[src/design/rtt_pkg.sv]
// Shared types and constants for the region thread/turbo tuner.
// Used by the interfaces, controller, datapath and top level.
package rtt_pkg;

  localparam int MAX_REGIONS = 64;
  localparam int SLOT_W      = $clog2(MAX_REGIONS);
  localparam int USED_W      = SLOT_W + 1;
  localparam int THREAD_W    = 9;
  localparam int ADDR_W      = 4;

  localparam logic [THREAD_W-1:0] THREAD_MAX = '1;

  // search phases
  localparam logic [2:0] PH_REPEAT      = 3'd0;
  localparam logic [2:0] PH_S0          = 3'd1;
  localparam logic [2:0] PH_S1          = 3'd2;
  localparam logic [2:0] PH_S2          = 3'd3;
  localparam logic [2:0] PH_END_THREADS = 3'd4;
  localparam logic [2:0] PH_END         = 3'd5;

  // gap phases
  localparam logic [1:0] GP_PASS      = 2'd0;
  localparam logic [1:0] GP_INITIAL   = 2'd1;
  localparam logic [1:0] GP_END_TURBO = 2'd2;
  localparam logic [1:0] GP_SETTLED   = 2'd3;

  // register indexes
  localparam logic [1:0] REG_METRIC    = 2'd0;
  localparam logic [1:0] REG_CORES     = 2'd1;
  localparam logic [1:0] REG_FIRST     = 2'd2;
  localparam logic [1:0] REG_THRESHOLD = 2'd3;

  typedef struct packed {
    logic        metric_mode;
    logic [8:0]  core_count;
    logic [8:0]  first_threads;
    logic [31:0] switch_threshold;
  } cfg_t;

  // one region record; all-zero is the reset record
  typedef struct packed {
    logic [2:0]          search_phase;
    logic [1:0]          gap_phase;
    logic [1:0]          score_mode;
    logic [THREAD_W-1:0] trial_threads;
    logic [THREAD_W-1:0] prior_threads;
    logic [THREAD_W-1:0] step_size;
    logic [THREAD_W-1:0] best_threads;
    logic [63:0]         best_score;
    logic [31:0]         best_time;
    logic [1:0]          turbo_choice;
    logic [31:0]         par_off_time;
    logic [31:0]         par_on_time;
    logic [31:0]         gap_off_time;
    logic [31:0]         gap_on_time;
    logic [63:0]         gap_off_score;
    logic [63:0]         gap_on_score;
  } rec_t;

  typedef struct packed {
    logic load_in;
    logic rec_rd;
    logic rd_slot;
    logic upd_prev;
    logic key_rd;
    logic key_next;
    logic take_idx;
    logic alloc;
    logic set_cur;
    logic upd_slot;
  } cmd_t;

  typedef struct packed {
    logic op_end;
    logic used_empty;
    logic key_match;
    logic scan_last;
  } status_t;

endpackage

[src/design/rtt_ctrl.sv]
// Sequencing state machine for the tuner: record reads, key scan, result.
// Depends on rtt_pkg (cmd_t, status_t).
module rtt_ctrl (
  input  logic              clk,
  input  logic              rst,
  input  logic              in_valid,
  output logic              in_ready,
  output logic              out_valid,
  input  logic              out_ready,
  input  rtt_pkg::status_t  status,
  output rtt_pkg::cmd_t     cmd
);
  import rtt_pkg::*;

  localparam logic [2:0] ST_IDLE = 3'd0;
  localparam logic [2:0] ST_RDP  = 3'd1;
  localparam logic [2:0] ST_UPDP = 3'd2;
  localparam logic [2:0] ST_KRD  = 3'd3;
  localparam logic [2:0] ST_KCMP = 3'd4;
  localparam logic [2:0] ST_RDS  = 3'd5;
  localparam logic [2:0] ST_UPDS = 3'd6;

  logic [2:0] state, state_next;
  logic       out_free;

  assign out_free = !out_valid || out_ready;
  assign in_ready = (state == ST_IDLE);

  always_comb begin
    cmd        = '0;
    state_next = state;
    unique case (state)
      ST_IDLE: begin
        if (in_valid) begin
          cmd.load_in = 1'b1;
          state_next  = ST_RDP;
        end
      end
      ST_RDP: begin
        cmd.rec_rd = 1'b1;
        state_next = ST_UPDP;
      end
      ST_UPDP: begin
        cmd.upd_prev = 1'b1;
        if (status.op_end) begin
          cmd.set_cur = 1'b1;
          state_next  = ST_RDS;
        end else if (status.used_empty) begin
          cmd.alloc  = 1'b1;
          state_next = ST_RDS;
        end else begin
          state_next = ST_KRD;
        end
      end
      ST_KRD: begin
        cmd.key_rd = 1'b1;
        state_next = ST_KCMP;
      end
      ST_KCMP: begin
        if (status.key_match) begin
          cmd.take_idx = 1'b1;
          state_next   = ST_RDS;
        end else if (status.scan_last) begin
          cmd.alloc  = 1'b1;
          state_next = ST_RDS;
        end else begin
          cmd.key_next = 1'b1;
          state_next   = ST_KRD;
        end
      end
      ST_RDS: begin
        cmd.rec_rd  = 1'b1;
        cmd.rd_slot = 1'b1;
        state_next  = ST_UPDS;
      end
      ST_UPDS: begin
        if (out_free) begin
          cmd.upd_slot = 1'b1;
          state_next   = ST_IDLE;
        end
      end
      default: state_next = ST_IDLE;
    endcase
  end

  always_ff @(posedge clk) begin
    if (rst) begin
      state     <= ST_IDLE;
      out_valid <= 1'b0;
    end else begin
      state <= state_next;
      if (cmd.upd_slot) out_valid <= 1'b1;
      else if (out_ready) out_valid <= 1'b0;
    end
  end

  a_accept_reads: assert property (@(posedge clk) disable iff (rst)
    (in_valid && in_ready) |=> (state == ST_RDP))
    else $error("accepted transaction did not start a record read");

  a_cmp_after_rd: assert property (@(posedge clk) disable iff (rst)
    (state == ST_KCMP) |-> ($past(state) == ST_KRD))
    else $error("key compare without a key read");

  a_result_waits: assert property (@(posedge clk) disable iff (rst)
    (state == ST_UPDS && out_valid && !out_ready) |=> (state == ST_UPDS && out_valid))
    else $error("result overwritten while the receiver stalls");

endmodule

[config.mk]
export PLATFORM = sky130hd
export DESIGN_NAME = rtt_ctrl
export DESIGN_NICKNAME = d
export VERILOG_FILES = /design/src/design/rtt_pkg.sv /design/src/design/rtt_ctrl.sv
export SDC_FILE = /design/constraint.sdc
export NUM_CORES = 1
export LEC_CHECK = 0
export BUFFER_PORTS_ARGS = -buffer_cell sky130_fd_sc_hd__clkbuf_2
export CORE_AREA = 4 4 41 43
export CTS_CLUSTER_DIAMETER = 30
export DETAILED_ROUTE_END_ITERATION = 7
export DIE_AREA = 0 0 45 47
export GPL_ROUTABILITY_DRIVEN = 1
export PLACE_DENSITY = 0.54
export RECOVER_POWER = 100
export SETUP_SLACK_MARGIN = 0.1
export SYNTH_ARGS = -nofsm -noshare
export SYNTH_HDL_FRONTEND = slang
export SYNTH_SLANG_ARGS = --single-unit
[constraint.sdc]
create_clock -name clk -period 1.4 [get_ports clk]
set_clock_uncertainty 0.15 [all_clocks]
set_input_delay 0.42 -clock clk [delete_from_list [all_inputs] [get_ports clk]]
set_output_delay 0.42 -clock clk [all_outputs]
set_load 0.05 [all_outputs]
Word-level counts from Yosys, hierarchy flattened:

Cells that the tools add are included.

* logic and storage cells: 44
* input port bits: 8
* register bits: 4
* output and inout port bits: 12

* reductions and logical operators: 6
* muxes and demuxes: 28
* equality and inequality tests: 8

Operators by type and width (count)
* $pmux 3 s7: 1
* $mux 1: 19
* $mux 3: 6
* $eq 3x3->1 const B: 3
* $eq 3x2->1 const B: 2
* $ne 2x2->1 const B: 2
* $eq 3x1->1 const B: 1
* $logic_not 3->1: 1
* $mux 2: 1
* $pmux 1 s2: 1
* $reduce_and 2->1: 1
* $reduce_bool 2->1: 1
* $reduce_or 2->1: 1
* $logic_not 1->1: 1
* $logic_or 1x1->1: 1

Depth between registers and ports, before layout:

* depth after elaboration: 5
* mapped depth: 4
* gate-level depth less buffers: 3

Worst setup path after synthesis:

No wires, ideal clock.

* path type: register to output
* start point: register state[2]
* end point: output port cmd[2] (netlist bit)
* arrival time: 2.392 ns
* path buffers: 1
* slack: -1.562 ns
* data required time: 0.830 ns
* stages on the path, launching flop included: 5
* cell sequence: dfxtp_1 buf_4 nor3b_1 nand3b_1 o21ai_0

RTL lines
* start, declared: RTL line rtt_ctrl.sv:23 `logic [2:0] state, state_next;`
* start signal, assigned: RTL line rtt_ctrl.sv:91 `state <= state_next;`
* end, declared: RTL line rtt_ctrl.sv:11 `output rtt_pkg::cmd_t cmd`

==> results.py <==
metrics = {
    "synth": {
        "syn_area_um2": 280.3,
        "synth_nets": 45,
        "avgSynthCellArea_um2": 7.575,
        "ys_warn_count": 0,
        "ys_seq_area_frac": 0.2857,
        "ys_types": 21,
        "ys_seq_elements": 4,
        "syn_inst": 37,
    },
    "grt": {
        "grt_max_degree": 8,
        "antenna_found_initial": 0,
        "overflow": 0,
        "grt_pass1_wl_mm": 1.711,
        "grt_pass1_vias": 406,
        "grt_usage": 0.1138,
    },
    "sta": {
        "fmax_mhz": 554.2,
        "max_slew_margin": 0.7420,
        "min_period_over_period": 1.289,
        "min_period_ns": 1.804,
        "slew_viol_final": 0,
        "setup_viol": 11,
        "setup_tns_ns": -3.424,
        "finalWorstSetupSlack_ns": -0.4043,
        "final_hold_viol_count": 0,
        "rsz0062_at_grt": "yes",
        "worst_pin_slew_ns": 0.3772,
    },
    "clocking": {
        "clock_sinks": 4,
        "numCtsBuffers": 3,
        "cts_buffer_depth": 2,
        "cts_tree": "done",
        "cts_root_buf": "clkbuf_4",
        "cts.htree.levels": 1,
        "path_clk_slew_ns": 0.04,
        "clk_latency_ns": 0.23,
    },
    "final_layout": {
        "final_cell_mix": "buf_4, clkbuf_2, buf_6",
        "layout_commonest_cell": "buf_4",
        "nNetsFinal": 84,
        "drive_gt1_frac": 0.7568,
        "final_util": 0.5971,
        "syn_to_final_growth_pct": 177.2,
        "n_antenna_cell": 0,
    },
    "pwr": {
        "vdd_drop_max_v": 0.0003359,
        "leakage_uw": 0.0003526,
        "power_density_nw_per_um2": 701.9,
    },
    "critical_path": {
        "start_kind": "register",
        "arrival_ns": 1.23,
        "end_kind": "output pin",
        "crit_chain": "buf_6, nor3_4, and2_4, clkbuf_16",
        "worstSetupPathType": "register to output pin",
        "worst_path_max_delay_cell": "dfxtp_4",
        "crit_family": "simple AND/OR/NAND/NOR gates",
        "critPathMaxFanout": 4,
        "cp_num_buf_inv": 2,
        "startpoint": "state[2]",
        "timing.rr.start": "state[0]",
        "required_ns": 0.83,
        "critPathMaxStageDelay_ns": 0.36,
    },
    "floorplan": {
        "dieArea_um2": 2115,
        "pin_count": 20,
        "die_x_um": 45,
        "start_util": 0.2154,
        "die_h_um": 47,
        "core_area_um2": 1301,
        "row_count": 13,
    },
    "detailed_routing": {
        "drt-total-wl_mm": 1.083,
        "drt_pass1_iterations": 2,
        "ant_nets": 0,
        "via_count": 397,
        "routedWlPerCell_um": 12.17,
        "vias_per_cell": 4.461,
        "drc": 0,
        "drt-initial-drc-count": 1,
    },
    "min_path": {
        "holdCritPathClass": "input port to register",
        "hp-start": "rst",
    },
    "placed_design": {
        "io_buffer_count": 19,
        "dp_hpwl_um": 704.5,
        "gp_congestion": 0.7483,
    },
    "flow_run": {
        "maxCapViolations": 0,
    },
    "status": {
        "violations": "setup timing",
        "status": "finished, violations left",
    },
}
[power breakdown]
part	internal [µW]	total [µW]	switching [µW]	leakage (µW)
registers	121	135	13.7	0.0000353
clock network	95.7	140	44.6	0.0000138
logic	139	270	131	0.000303
total	356	545	189	0.000353
[worst reg2reg max path: cells and delay by family, from the launching register on]
kind                   cells  cell delay (ns)
AND/OR/NAND/NOR            2             0.45
flip-flops                 1             0.36
buffers and inverters      1             0.18
AO/OA/AOI/OAI              1             0.14
[worst paths after layout]
kind	end	slack, ns	cells past startpoint
setup / recovery	cmd[9]	-0.40	4
hold / removal	out_valid	0.25	2
setup reg to reg	state[1]	0.03	4
hold reg to reg	state[0]	0.45	2
[final cells by class]
class | count | area, µm²
Clock buffer | 3 | 22.52
Fill cell | 120 | 524.3
Inverter | 3 | 11.26
Multi-Input combinational cell | 28 | 239.0
Sequential cell | 4 | 92.59
Tap cell | 15 | 18.77
Timing Repair Buffer | 36 | 392.9
[through the flow]
stage	instances	cell area, µm²	total power, µW	hold slack [ns]	setup slack, ns
after floorplan	37	351.6	267.9	0.3317	-0.5645
after global placement	83	593.1	346.9	0.4292	-0.2669
after detailed placement	83	593.1	348.3	0.4384	-0.2655
after CTS	88	760.7	532.0	0.2334	-0.4020
after global routing	89	777.0	573.7	0.2570	-0.4526
final	89	777.0	545.4	0.2540	-0.4043
[timing repair]
item / 4_1_cts / 5_1_grt
pin swaps: 5 / 6
resized for setup: 27 / 12
buffers inserted: 2 / 1
hold buffers: 0 / 0
endpoints found under the setup margin: 14 / 15
[flip-flops by register name, summed over array words and instances (netlist names)]
register	cells
state	3
out_valid	1
[kinds of logic (layout without fill, tap and decap cells)]
logic type | Yosys count | in the layout | synth area share
compound gates | 7 | 7 | 0.1652
buf+inv | 5 | 42 | 0.09373
flops | 4 | 4 | 0.2857
simple gates | 21 | 21 | 0.4553
[per-layer routing]
metal  up-vias  global-route usage  wire [µm]
met1       179              0.1207        381
li1        208                   -          -
met3         0             0.01149         60
met5         -                   0          0
met4         0             0.07018          0
met2        10              0.2147        642
[cells in the mapped netlist (all sizes together)]
cell     instances  area (µm²)
dfxtp            4       80.08
a31oi            3       18.77
and2             3       18.77
inv              3       11.26
nor3             3       20.02
and3             2       12.51
buf              2       15.01
nand2b           2       12.51
nand3b           2       15.01
nor2             2       7.510
nor2b            2       12.51
a2111oi          1       8.760
a21oi            1       5.000
nand2            1       3.750
nand3            1       5.000
nor3b            1       7.510
o21ai            1       5.000
o311ai           1       8.760
or2              1       6.260
or3              1       6.260
Power figures use the tool's default switching activity.
